<file path="config.mk">
export PLATFORM = sky130hd
export DESIGN_NAME = multilevel_feedback_scheduler
export DESIGN_NICKNAME = d
export VERILOG_FILES = /design/src/mlfq_pkg.sv /design/src/multilevel_feedback_scheduler.sv
export VERILOG_INCLUDE_DIRS = /design/src /design/src/src
export SDC_FILE = /design/constraint.sdc
export NUM_CORES = 1
export LEC_CHECK = 0
export ABC_CLOCK_PERIOD_IN_PS = 6350
export BUFFER_PORTS_ARGS = -buffer_cell sky130_fd_sc_hd__buf_2
export CAP_MARGIN = 0
export CORE_ASPECT_RATIO = 0.5
export CORE_MARGIN = 8
export CORE_UTILIZATION = 56
export CTS_CLUSTER_SIZE = 16
export DETAILED_ROUTE_END_ITERATION = 12
export PLACE_DENSITY_LB_ADDON = 0.08
export SLEW_MARGIN = 40
export SYNTH_ARGS = -nofsm -noshare
export SYNTH_HDL_FRONTEND = slang
export SYNTH_SLANG_ARGS = --single-unit
</file>
<file path="constraint.sdc">
create_clock -name clk -period 6.35 [get_ports clk]
set_clock_uncertainty 0.2 [all_clocks]
set_input_delay 0.3175 -clock clk [delete_from_list [all_inputs] [get_ports clk]]
set_output_delay 0.3175 -clock clk [all_outputs]
set_load 0.1 [all_outputs]
</file>
<file path="src/assert_macros.svh">
`ifndef ASSERT_MACROS_SVH
`define ASSERT_MACROS_SVH

// clocked property, disabled while in reset
`define ASSERT_CLK(lbl, prop, msg) \
  lbl: assert property (@(posedge clk) disable iff (!rst_n) prop) else $error(msg);

// condition that must never hold
`define ASSERT_NEVER(lbl, cond, msg) \
  lbl: assert property (@(posedge clk) disable iff (!rst_n) !(cond)) else $error(msg);

`endif

</file>
<file path="src/mlfq_pkg.sv">
package mlfq_pkg;

  localparam int NUM_LEVELS_DEF = 4;
  localparam int MAX_TASKS_DEF  = 16;

  localparam int MODE_W   = 3;
  localparam int TASK_W   = 4;
  localparam int OLVL_W   = 2;
  localparam int QUANT_W  = 8;
  localparam int NUM_QUANTA = 4;

  localparam int APB_AW = 5;
  localparam int APB_DW = 32;

  localparam logic [MODE_W-1:0] MODE_LOAD    = 3'd0;
  localparam logic [MODE_W-1:0] MODE_UNBLOCK = 3'd1;
  localparam logic [MODE_W-1:0] MODE_TICK    = 3'd2;
  localparam logic [MODE_W-1:0] MODE_BLOCK   = 3'd3;
  localparam logic [MODE_W-1:0] MODE_EXIT    = 3'd4;

  localparam logic [2:0] REG_LEVELS = 3'd0;
  localparam logic [2:0] REG_Q0     = 3'd1;
  localparam logic [2:0] REG_Q1     = 3'd2;
  localparam logic [2:0] REG_Q2     = 3'd3;
  localparam logic [2:0] REG_Q3     = 3'd4;

  localparam logic [2:0]         LEVELS_RST = 3'd4;
  localparam logic [QUANT_W-1:0] Q0_RST     = 8'd1;
  localparam logic [QUANT_W-1:0] Q1_RST     = 8'd2;
  localparam logic [QUANT_W-1:0] Q2_RST     = 8'd4;
  localparam logic [QUANT_W-1:0] Q3_RST     = 8'd8;

  typedef logic [QUANT_W-1:0] quanta_t [NUM_QUANTA];

  typedef enum logic [3:0] {
    ST_IDLE = 4'b0001,
    ST_EXEC = 4'b0010,
    ST_PICK = 4'b0100,
    ST_HOLD = 4'b1000
  } state_t;

endpackage

</file>
<file path="src/multilevel_feedback_scheduler.sv">
// Multilevel feedback queue scheduler for one CPU. Each input word is an event (load, unblock,
// tick, block, exit) and yields one output word with the task that runs afterwards. An event
// passes through the idle state, which reads the return level table, and the exec state, which
// does the update and the priority scan; when a task is taken from a queue (tick on expiry
// with requeue or while idle, block, exit, each with a queued task to pick) the pick state
// follows and takes the picked task from the queue memory, whose read is registered. A word
// held at the output waits in the hold state until it is taken.
// The return level table is cleared at reset through per-entry valid bits, so no clearing
// pass is needed; the level queues start empty.
`include "assert_macros.svh"

module multilevel_feedback_scheduler #(
  parameter int NUM_LEVELS = mlfq_pkg::NUM_LEVELS_DEF,
  parameter int MAX_TASKS  = mlfq_pkg::MAX_TASKS_DEF
) (
  input  logic                         clk,
  input  logic                         rst_n,
  input  logic                         in_valid,
  output logic                         in_ready,
  input  logic [mlfq_pkg::MODE_W-1:0]  in_mode,
  input  logic [mlfq_pkg::TASK_W-1:0]  in_task_id,
  output logic                         out_valid,
  input  logic                         out_ready,
  output logic [mlfq_pkg::TASK_W-1:0]  out_running_task,
  output logic                         out_idle,
  output logic [mlfq_pkg::OLVL_W-1:0]  out_running_level,
  input  logic                         psel,
  input  logic                         penable,
  input  logic                         pwrite,
  input  logic [mlfq_pkg::APB_AW-1:0]  paddr,
  input  logic [mlfq_pkg::APB_DW-1:0]  pwdata,
  output logic [mlfq_pkg::APB_DW-1:0]  prdata,
  output logic                         pready
);
  import mlfq_pkg::*;

  localparam int LVL_W  = (NUM_LEVELS > 1) ? $clog2(NUM_LEVELS) : 1;
  localparam int LN_W   = $clog2(NUM_LEVELS + 1);
  localparam int CW     = LVL_W + LN_W + 1;
  localparam int TID_W  = $clog2(MAX_TASKS);
  localparam int CNT_W  = $clog2(MAX_TASKS + 1);
  localparam int ACT_W  = $clog2(2 * MAX_TASKS);
  localparam int ACT_MAX = 2 * MAX_TASKS - 1;
  localparam int DEPTH  = NUM_LEVELS * MAX_TASKS;
  localparam int ADDR_W = $clog2(DEPTH);

  function automatic logic [TASK_W-1:0] task_mod(input logic [TASK_W-1:0] t);
    int unsigned v;
    v = 32'(t);
    for (int k = 0; k < 8; k++) begin
      if (v >= MAX_TASKS) begin
        v = v - MAX_TASKS;
      end
    end
    return TASK_W'(v);
  endfunction

  function automatic logic [TID_W-1:0] tid_idx(input logic [TASK_W-1:0] t);
    logic [TID_W+TASK_W-1:0] w;
    w = {{TID_W{1'b0}}, t};
    return w[TID_W-1:0];
  endfunction

  function automatic logic [QUANT_W-1:0] slice_of(input logic [LVL_W-1:0] lvl,
                                                  input quanta_t q);
    logic [LVL_W+1:0] lw;
    lw = {2'b00, lvl};
    if (lw < (LVL_W+2)'(4)) begin
      return q[lw[1:0]];
    end
    return q[3];
  endfunction

  function automatic logic [ADDR_W-1:0] st_addr(input logic [LVL_W-1:0] lvl,
                                                input logic [TID_W-1:0] ptr);
    return ADDR_W'(lvl) * ADDR_W'(MAX_TASKS) + ADDR_W'(ptr);
  endfunction

  function automatic logic [TID_W-1:0] ptr_inc(input logic [TID_W-1:0] p);
    return (p == TID_W'(MAX_TASKS - 1)) ? '0 : p + TID_W'(1);
  endfunction

  // configuration registers
  logic [2:0] levels_r;
  quanta_t    q_r;
  logic [2:0] reg_idx;

  assign pready  = 1'b1;
  assign reg_idx = paddr[4:2];

  always_ff @(posedge clk) begin
    if (!rst_n) begin
      levels_r <= LEVELS_RST;
      q_r[0]   <= Q0_RST;
      q_r[1]   <= Q1_RST;
      q_r[2]   <= Q2_RST;
      q_r[3]   <= Q3_RST;
    end else if (psel && penable && pwrite) begin
      case (reg_idx)
        REG_LEVELS: levels_r <= pwdata[2:0];
        REG_Q0:     q_r[0]   <= pwdata[QUANT_W-1:0];
        REG_Q1:     q_r[1]   <= pwdata[QUANT_W-1:0];
        REG_Q2:     q_r[2]   <= pwdata[QUANT_W-1:0];
        REG_Q3:     q_r[3]   <= pwdata[QUANT_W-1:0];
        default: ;
      endcase
    end
  end

  always_comb begin
    case (reg_idx)
      REG_LEVELS: prdata = APB_DW'(levels_r);
      REG_Q0:     prdata = APB_DW'(q_r[0]);
      REG_Q1:     prdata = APB_DW'(q_r[1]);
      REG_Q2:     prdata = APB_DW'(q_r[2]);
      REG_Q3:     prdata = APB_DW'(q_r[3]);
      default:    prdata = '0;
    endcase
  end

  // scheduler state
  state_t             state_r, state_nxt;
  logic [MODE_W-1:0]  mode_r;
  logic [TASK_W-1:0]  task_r;
  logic [TASK_W-1:0]  cur_task_r, cur_task_nxt;
  logic               cur_idle_r, cur_idle_nxt;
  logic [LVL_W-1:0]   cur_level_r, cur_level_nxt;
  logic [QUANT_W-1:0] rq_r, rq_nxt;
  logic [ACT_W-1:0]   active_r, active_nxt;
  logic [CNT_W-1:0]   cnt_r [NUM_LEVELS];
  logic [CNT_W-1:0]   cnt_nxt [NUM_LEVELS];
  logic [CNT_W-1:0]   cnt_after [NUM_LEVELS];
  logic [TID_W-1:0]   head_r [NUM_LEVELS];
  logic [TID_W-1:0]   head_nxt [NUM_LEVELS];
  logic [TID_W-1:0]   tail_r [NUM_LEVELS];
  logic [TID_W-1:0]   tail_nxt [NUM_LEVELS];
  logic               fwd_r;
  logic [TASK_W-1:0]  fwd_task_r;

  logic               out_valid_r, out_valid_nxt;
  logic [TASK_W-1:0]  out_task_r;
  logic               out_idle_r;
  logic [OLVL_W-1:0]  out_level_r;
  logic               out_load;
  logic               out_free;

  // queue store and return level table
  logic [TASK_W-1:0]  st_mem [DEPTH];
  logic [TASK_W-1:0]  st_rdata_r;
  logic               st_we;
  logic [ADDR_W-1:0]  st_waddr;
  logic [ADDR_W-1:0]  st_raddr;
  logic [LVL_W-1:0]   rt_mem [MAX_TASKS];
  logic               rt_vld_r [MAX_TASKS];
  logic [LVL_W-1:0]   rt_rdata_r;
  logic               rt_hit_r;
  logic               rt_we;
  logic [TID_W-1:0]   rt_waddr;
  logic [LVL_W-1:0]   rt_wdata;
  logic [TID_W-1:0]   rt_raddr;
  logic [LVL_W-1:0]   rt_level;

  logic               exec;
  logic               accept;
  logic [LN_W-1:0]    n_eff;
  logic [CW-1:0]      up_w;
  logic [CW-1:0]      nm1_w;
  logic [LVL_W-1:0]   dem_lvl;
  logic [LVL_W-1:0]   ret_lvl;
  logic               expire;
  logic               push_req;
  logic [LVL_W-1:0]   push_lvl;
  logic [TASK_W-1:0]  push_task;
  logic               push_ok;
  logic               pick_req;
  logic               pick_go;
  logic               found;
  logic [LVL_W-1:0]   pick_lvl;
  logic [OLVL_W+LVL_W-1:0] olvl_w;

  assign exec     = (state_r == ST_EXEC);
  assign in_ready = (state_r == ST_IDLE);
  assign accept   = in_valid && in_ready;
  assign out_free = !out_valid_r || out_ready;
  assign rt_raddr = tid_idx(task_mod(in_task_id));
  assign rt_level = rt_hit_r ? rt_rdata_r : '0;

  assign n_eff = (levels_r == 3'd0) ? LN_W'(1) :
                 (32'(levels_r) > NUM_LEVELS) ? LN_W'(NUM_LEVELS) : LN_W'(levels_r);
  assign up_w    = CW'(cur_level_r) + CW'(1);
  assign nm1_w   = CW'(n_eff) - CW'(1);
  assign dem_lvl = LVL_W'((up_w < nm1_w) ? up_w : nm1_w);
  assign ret_lvl = (cur_level_r <= LVL_W'(1)) ? '0 : cur_level_r - LVL_W'(1);
  assign expire  = !cur_idle_r && (rq_r <= QUANT_W'(1));

  // what the event pushes and whether it picks
  always_comb begin
    push_req  = 1'b0;
    push_lvl  = '0;
    push_task = cur_task_r;
    pick_req  = 1'b0;
    case (mode_r)
      MODE_LOAD: begin
        push_req  = 1'b1;
        push_task = task_r;
      end
      MODE_UNBLOCK: begin
        push_req  = 1'b1;
        push_lvl  = rt_level;
        push_task = task_r;
      end
      MODE_TICK: begin
        if (cur_idle_r) begin
          pick_req = 1'b1;
        end else if (expire) begin
          push_req = (active_r > ACT_W'(1));
          push_lvl = dem_lvl;
        end
      end
      MODE_BLOCK, MODE_EXIT: pick_req = 1'b1;
      default: ;
    endcase
  end

  assign push_ok = exec && push_req && (cnt_r[push_lvl] < CNT_W'(MAX_TASKS));
  assign pick_go = exec && (pick_req || (mode_r == MODE_TICK && push_ok));

  // priority scan over occupancy after the push
  always_comb begin
    found    = 1'b0;
    pick_lvl = '0;
    for (int i = 0; i < NUM_LEVELS; i++) begin
      cnt_after[i] = cnt_r[i] + CNT_W'(push_ok && (push_lvl == LVL_W'(i)));
      if (!found && (LN_W'(i) < n_eff) && (cnt_after[i] != '0)) begin
        found    = 1'b1;
        pick_lvl = LVL_W'(i);
      end
    end
  end

  assign st_we    = push_ok;
  assign st_waddr = st_addr(push_lvl, tail_r[push_lvl]);
  assign st_raddr = st_addr(pick_lvl, head_r[pick_lvl]);

  always_comb begin
    state_nxt     = state_r;
    cur_task_nxt  = cur_task_r;
    cur_idle_nxt  = cur_idle_r;
    cur_level_nxt = cur_level_r;
    rq_nxt        = rq_r;
    active_nxt    = active_r;
    rt_we         = 1'b0;
    rt_waddr      = tid_idx(task_r);
    rt_wdata      = '0;
    out_load      = 1'b0;
    for (int i = 0; i < NUM_LEVELS; i++) begin
      cnt_nxt[i]  = cnt_after[i];
      head_nxt[i] = head_r[i];
      tail_nxt[i] = tail_r[i];
      if (push_ok && (push_lvl == LVL_W'(i))) begin
        tail_nxt[i] = ptr_inc(tail_r[i]);
      end
      if (pick_go && found && (pick_lvl == LVL_W'(i))) begin
        cnt_nxt[i]  = cnt_after[i] - CNT_W'(1);
        head_nxt[i] = ptr_inc(head_r[i]);
      end
    end

    if (exec) begin
      case (mode_r)
        MODE_LOAD: begin
          rt_we = 1'b1;
          if (push_ok && (active_r < ACT_W'(ACT_MAX))) begin
            active_nxt = active_r + ACT_W'(1);
          end
        end
        MODE_UNBLOCK: begin
          if (push_ok && (active_r < ACT_W'(ACT_MAX))) begin
            active_nxt = active_r + ACT_W'(1);
          end
        end
        MODE_TICK: begin
          if (expire && !push_ok) begin
            cur_level_nxt = dem_lvl;
            rq_nxt        = slice_of(dem_lvl, q_r);
          end else if (!cur_idle_r && !expire) begin
            rq_nxt = rq_r - QUANT_W'(1);
          end
        end
        MODE_BLOCK, MODE_EXIT: begin
          if (!cur_idle_r) begin
            if (active_r != '0) begin
              active_nxt = active_r - ACT_W'(1);
            end
            if (mode_r == MODE_BLOCK) begin
              rt_we    = 1'b1;
              rt_waddr = tid_idx(cur_task_r);
              rt_wdata = ret_lvl;
            end
          end
        end
        default: ;
      endcase

      if (pick_go) begin
        if (found) begin
          cur_idle_nxt  = 1'b0;
          cur_level_nxt = pick_lvl;
          rq_nxt        = slice_of(pick_lvl, q_r);
        end else begin
          cur_idle_nxt  = 1'b1;
          cur_task_nxt  = '0;
          cur_level_nxt = '0;
        end
      end
    end

    case (state_r)
      ST_IDLE: begin
        if (in_valid) begin
          state_nxt = ST_EXEC;
        end
      end
      ST_EXEC: begin
        if (pick_go && found) begin
          state_nxt = ST_PICK;
        end else if (out_free) begin
          out_load  = 1'b1;
          state_nxt = ST_IDLE;
        end else begin
          state_nxt = ST_HOLD;
        end
      end
      ST_PICK: begin
        cur_task_nxt = fwd_r ? fwd_task_r : st_rdata_r;
        if (out_free) begin
          out_load  = 1'b1;
          state_nxt = ST_IDLE;
        end else begin
          state_nxt = ST_HOLD;
        end
      end
      ST_HOLD: begin
        if (out_free) begin
          out_load  = 1'b1;
          state_nxt = ST_IDLE;
        end
      end
      default: state_nxt = ST_IDLE;
    endcase

    out_valid_nxt = (out_valid_r && !out_ready) || out_load;
  end

  assign olvl_w = {{OLVL_W{1'b0}}, cur_level_nxt};

  always_ff @(posedge clk) begin
    if (!rst_n) begin
      state_r     <= ST_IDLE;
      cur_task_r  <= '0;
      cur_idle_r  <= 1'b1;
      cur_level_r <= '0;
      rq_r        <= '0;
      active_r    <= '0;
      out_valid_r <= 1'b0;
      for (int i = 0; i < NUM_LEVELS; i++) begin
        cnt_r[i]  <= '0;
        head_r[i] <= '0;
        tail_r[i] <= '0;
      end
    end else begin
      state_r     <= state_nxt;
      cur_task_r  <= cur_task_nxt;
      cur_idle_r  <= cur_idle_nxt;
      cur_level_r <= cur_level_nxt;
      rq_r        <= rq_nxt;
      active_r    <= active_nxt;
      out_valid_r <= out_valid_nxt;
      for (int i = 0; i < NUM_LEVELS; i++) begin
        cnt_r[i]  <= cnt_nxt[i];
        head_r[i] <= head_nxt[i];
        tail_r[i] <= tail_nxt[i];
      end
    end
  end

  always_ff @(posedge clk) begin
    if (accept) begin
      mode_r <= in_mode;
      task_r <= task_mod(in_task_id);
    end
    if (exec) begin
      fwd_r      <= push_ok && (pick_lvl == push_lvl) && (cnt_r[push_lvl] == '0);
      fwd_task_r <= push_task;
    end
    if (out_load) begin
      out_task_r  <= cur_idle_nxt ? '0 : cur_task_nxt;
      out_idle_r  <= cur_idle_nxt;
      out_level_r <= cur_idle_nxt ? '0 : olvl_w[OLVL_W-1:0];
    end
  end

  always_ff @(posedge clk) begin
    if (st_we) begin
      st_mem[st_waddr] <= push_task;
    end
    st_rdata_r <= st_mem[st_raddr];
  end

  always_ff @(posedge clk) begin
    if (rt_we) begin
      rt_mem[rt_waddr] <= rt_wdata;
    end
    rt_rdata_r <= rt_mem[rt_raddr];
    rt_hit_r   <= rt_vld_r[rt_raddr];
  end

  always_ff @(posedge clk) begin
    if (!rst_n) begin
      for (int i = 0; i < MAX_TASKS; i++) begin
        rt_vld_r[i] <= 1'b0;
      end
    end else if (rt_we) begin
      rt_vld_r[rt_waddr] <= 1'b1;
    end
  end

  assign out_valid         = out_valid_r;
  assign out_running_task  = out_task_r;
  assign out_idle          = out_idle_r;
  assign out_running_level = out_level_r;

  `ASSERT_CLK(a_accept_to_exec, accept |=> state_r == ST_EXEC, "accepted word did not start")
  `ASSERT_CLK(a_pick_after_exec, state_r == ST_PICK |-> $past(state_r) == ST_EXEC, "stray pick")
  `ASSERT_CLK(a_out_from_work, $rose(out_valid_r) |-> $past(state_r) != ST_IDLE, "stray word")
  `ASSERT_NEVER(a_idle_level, cur_idle_r && (cur_level_r != '0), "idle with nonzero level")

endmodule
</file>
==> run summary <==
The share of flip-flops with an asynchronous set or reset after synthesis is 0%. The run gives 0 as the max-slew violation count. For this run, global-route usage on met3 was measured as 4.99%. In this run the count of I/O pins placed on the die edge is 93. The full die area came out at 0.0433 sq mm.

The run gives 0 as the number of antenna violations at the first check in global routing. Of the total synthesized cell area, the portion taken by AND, OR, NAND and NOR gates is 16.9%. The average wire length per cell after detail routing works out to 22.0 um. The count of final setup violators is 0, and the max-capacitance violation count is 0.

For this block, the initial DRC count from the detailed router was 1777. After synthesis, the mean cell area works out to 10.9 sq um. Summed over all nets, the half-perimeter wirelength after detailed placement is 35800 um. The maximum level of the CTS H-tree is 2. At the later pin of the worst-skew pair, clock insertion delay measures 560 ps. For the placed cell area, the log shows 0.0216 sq mm.

Total power density per cell area: 248 mW/mm^2. The routing usage on met1 was 33.0%; the actual transition at the worst max-transition pin was 797 ps. The worst-case IR drop observed on VDD is 0.000211 V.

For the total number of vias, the log shows 15576. In the final layout, the share of cells above drive strength 1 is 16.8%. After synthesis, the largest area contributor takes up 45.1% of total cell area. Across all register-to-register paths, the minimum setup slack is 120 ps. TritonCTS built the clock tree.

The Yosys step of the flow raised 0 warnings. Summed over all cells, the static leakage comes to 8.61 nW. For the worst setup path, the data required time is 6600 ps. The run gives 0 as the final antenna-violating net count. The clock passes through at most 3 buffers. Clock-pin slew was measured on the worst setup and hold paths at 70 ps.

The top cell types in the final layout, fill and taps aside, are sky130_fd_sc_hd__edfxtp_1, sky130_fd_sc_hd__nand2_1, sky130_fd_sc_hd__nor2_1. For this run, the leading register cell type out of synthesis is sky130_fd_sc_hd__edfxtp_1. The die is 151 um tall.

The synthesized netlist devotes 1.90% of its cell area to adder and majority cells. The share of the synthesized area in compound gates (AO/OA/AOI/OAI) is 10.7%. After filler insertion, the fill cell instance count of the layout stands at 2660.

Highest achievable clock rate: 0.160 GHz. The initial utilization of the core area, before any placement, comes to 56.8%. The via density per instance works out to 6.21. Setup repair after global routing could not meet its margin everywhere.

The signed area change from the synthesized netlist to the final layout was 16.7%; the post-synthesis sequential area ratio was 58.3%. The first global-routing pass estimated 82600 um of wire. The final period utilization was 98.1%. The largest fanout on the critical path works out to 11. The tools report the met2 usage as 38.6%. The layer flagged by global routing as most heavily used is met2. Clock tree synthesis found a total of 442 sinks. Adding up every negative setup slack in the final design gives 0 ps.

The count of antenna diodes in the layout is 0. The run gives 2076 as the number of nets at the end of the flow. Of the total synthesized cell area, the portion taken by XOR and XNOR cells is 1.24%.

Most common library cell in the layout ignoring fill and taps: sky130_fd_sc_hd__edfxtp_1. The run gives 0 as the remaining routing DRC violations. The type of the most critical hold path was in2reg. The number of failing hold endpoints at the final stage was 0; the remaining global-route overflow was 0. For this run, the total global-route usage over all layers was measured as 24.1%. The flow ran to the end, and the final reports show no timing, DRC or antenna violations. The horizontal die dimension was 286 um; the placer congestion estimate was 0.920. The fraction of synthesized area in multiplexers was 7.34%; the number of storage elements in the synthesis netlist was 442. After synthesis, the cell types taking the most area are sky130_fd_sc_hd__edfxtp_1, sky130_fd_sc_hd__dfxtp_1, sky130_fd_sc_hd__nand2_1, sky130_fd_sc_hd__mux2i_1, sky130_fd_sc_hd__nor2_1. In this run, CTS created clock tree buffers numbering 41. For the number of library cell types mapped by synthesis, the log shows 90.

The worst pin sits at a relative slew slack of 46.9%. Entering global routing, the biggest net connects 104 pins. The run gives 55200 um as the wire length after detailed routing. The combinational family with the most area after synthesis was simple AND/OR/NAND/NOR gates. The count of buffers inserted at the top-level ports is 41, and the first-pass iteration count of the detailed router is 7. The number of global-route vias before repair was 14974; the number of synthesized flops with an enable pin was 307.

The worst path needs 6230 ps of the cycle, external delays included. The region available for standard cell placement spans 0.0360 sq mm. The finished cells cover 0.0239 sq mm. The worst setup path is captured at a flop.

The run gives 6480 ps as the data arrival at the endpoint of the critical path. The worst setup path is of the reg2reg kind. STA classifies the critical path startpoint as a flop.

The synthesized netlist occupies a cell area of 0.0205 sq mm. Synthesis handed over a netlist of 1873 instances. The CTS root buffer was sky130_fd_sc_hd__clkbuf_16. For the placement row count, the log shows 49. The run gives 42.3 ps as the tightest hold margin.

The synthesized design spends more area on one cell type than any other, namely sky130_fd_sc_hd__edfxtp_1.
[area by class of cell]
| cell class | count | area [sq um] | area share, % |
|---|---|---|---|
| flip-flops and latches | 442 | 11900 | 50.0 |
| multi-input cells | 1299 | 8350 | 35.0 |
| repair buffers | 173 | 1490 | 6.23 |
| clock buffers | 52 | 1070 | 4.47 |
| well taps | 484 | 606 | 2.54 |
| clock inverters | 22 | 294 | 1.23 |
| inverters | 37 | 140 | 0.587 |
[cells in the mapped netlist, types with 5 or more instances]
cell type and count:
sky130_fd_sc_hd__a32oi_1 9, sky130_fd_sc_hd__o21ai_0 40, sky130_fd_sc_hd__buf_2 17, sky130_fd_sc_hd__a31oi_1 22, sky130_fd_sc_hd__a311oi_1 7, sky130_fd_sc_hd__nand3b_1 5, sky130_fd_sc_hd__a31o_2 8, sky130_fd_sc_hd__or3_1 14
sky130_fd_sc_hd__nand2_1 273, sky130_fd_sc_hd__edfxtp_1 307, sky130_fd_sc_hd__or2_2 5, sky130_fd_sc_hd__nand3_1 97, sky130_fd_sc_hd__nor3_1 39, sky130_fd_sc_hd__mux2i_1 87, sky130_fd_sc_hd__inv_1 37, sky130_fd_sc_hd__nor4_1 12
sky130_fd_sc_hd__mux4_2 20, sky130_fd_sc_hd__mux2_2 14, sky130_fd_sc_hd__and3_1 19, sky130_fd_sc_hd__xor2_1 12, sky130_fd_sc_hd__a21oi_1 105, sky130_fd_sc_hd__buf_4 27, sky130_fd_sc_hd__a211oi_1 15, sky130_fd_sc_hd__buf_1 12
sky130_fd_sc_hd__nor2b_1 9, sky130_fd_sc_hd__nand4_1 12, sky130_fd_sc_hd__clkbuf_1 61, sky130_fd_sc_hd__nor2_1 230, sky130_fd_sc_hd__o22ai_1 13, sky130_fd_sc_hd__dfxtp_1 135, sky130_fd_sc_hd__o211ai_1 7, sky130_fd_sc_hd__o21a_1 5
sky130_fd_sc_hd__a211o_1 5, sky130_fd_sc_hd__ha_1 31, sky130_fd_sc_hd__and2_1 9, sky130_fd_sc_hd__xnor2_1 17, sky130_fd_sc_hd__nand2b_1 10, sky130_fd_sc_hd__a22oi_1 17, sky130_fd_sc_hd__nor3_2 5, sky130_fd_sc_hd__a222oi_1 7
[cell families (layout without fill, tap and decap cells)]
group | count (synthesis) | in the layout
adder cells (fa/ha/maj) | 31 | 31
buffers and inverters | 156 | 284
XOR/XNOR | 29 | 29
other | 2 | 25
flip-flops | 442 | 442
multiplexers | 123 | 123
AND/OR/NAND/NOR | 766 | 767
AO/OA/AOI/OAI | 324 | 324
[flip-flops by register name, indices dropped and copies added (netlist names), 5 cells and up]
| register | flops |
|---|---|
| active_r | 5 |
| cnt_r | 20 |
| head_r | 16 |
| q_r | 32 |
| rq_r | 8 |
| rt_mem | 32 |
| rt_vld_r | 16 |
| st_mem | 256 |
| tail_r | 16 |
[worst max-delay path, stage by stage (launching register included)]
cell and delay (ps):
sky130_fd_sc_hd__dfxtp_1 350, sky130_fd_sc_hd__or3_1 430, sky130_fd_sc_hd__or2_2 340, sky130_fd_sc_hd__nor3_2 300
sky130_fd_sc_hd__nand2_1 90, sky130_fd_sc_hd__a211o_1 400, sky130_fd_sc_hd__nor4_4 300, sky130_fd_sc_hd__ha_2 270
sky130_fd_sc_hd__ha_1 250, sky130_fd_sc_hd__inv_1 90, sky130_fd_sc_hd__ha_2 190, sky130_fd_sc_hd__or4b_4 460
sky130_fd_sc_hd__o31ai_2 110, sky130_fd_sc_hd__buf_4 190, sky130_fd_sc_hd__buf_4 120, sky130_fd_sc_hd__and2_2 210
sky130_fd_sc_hd__o22ai_2 130, sky130_fd_sc_hd__a211oi_4 330, sky130_fd_sc_hd__buf_12 210, sky130_fd_sc_hd__mux2i_1 270
sky130_fd_sc_hd__a22oi_1 130, sky130_fd_sc_hd__and4_1 260, sky130_fd_sc_hd__a211o_1 230, sky130_fd_sc_hd__a211o_1 270
[final timing paths]
kind / from / endpoint / cells past startpoint
setup / recovery: rq_r[5]$_SDFFE_PN0P_ / st_rdata_r[2]$_DFF_P_ / 23
hold / removal: penable / levels_r[0]$_SDFFE_PN0P_ / 5
setup reg to reg: rq_r[5]$_SDFFE_PN0P_ / st_rdata_r[2]$_DFF_P_ / 23
hold reg to reg: rt_vld_r[11]$_DFF_P_ / rt_vld_r[11]$_DFF_P_ / 2
[routing by layer]
metal  wire [um]  vias to the layer above  part of all wire (%)
met3        5280                      106                   9.6
met4        1340                        0                   2.4
met2       25500                      759                    46
met1       23100                     7630                    42
met5           0                        -                     0
li1            -                     7081                     -
[power by group]
group | leakage (nW) | switching, mW | total [mW] | internal (mW)
Combinational | 3.96 | 0.213 | 0.273 | 0.0595
Clock | 0.661 | 1.11 | 2.56 | 1.45
Sequential | 3.99 | 0.00911 | 3.09 | 3.08
[timing repair]
| action | CTS | global route |
|---|---|---|
| endpoints found under the setup margin | 2 | 8 |
| setup buffers | 0 | 22 |
| resized for setup | 1 | 75 |
| pin swaps | 0 | 19 |
| hold endpoints to repair | 51 | 0 |
| hold buffers | 21 | 0 |
| cloned | 0 | 6 |
[metrics by stage]
stage	cells	util (%)	setup WS [ps]	total power [mW]
after global placement	2386	59.9	86.5	3.41
after global routing	2509	66.3	-48.3	6.08
after CTS	2481	64.3	13.1	5.94
after floorplan	1896	-	6.59	3.36
final	2509	66.3	118	5.92
after detailed placement	2386	59.9	-42.9	3.41
Power figures use the tool's default switching activity.
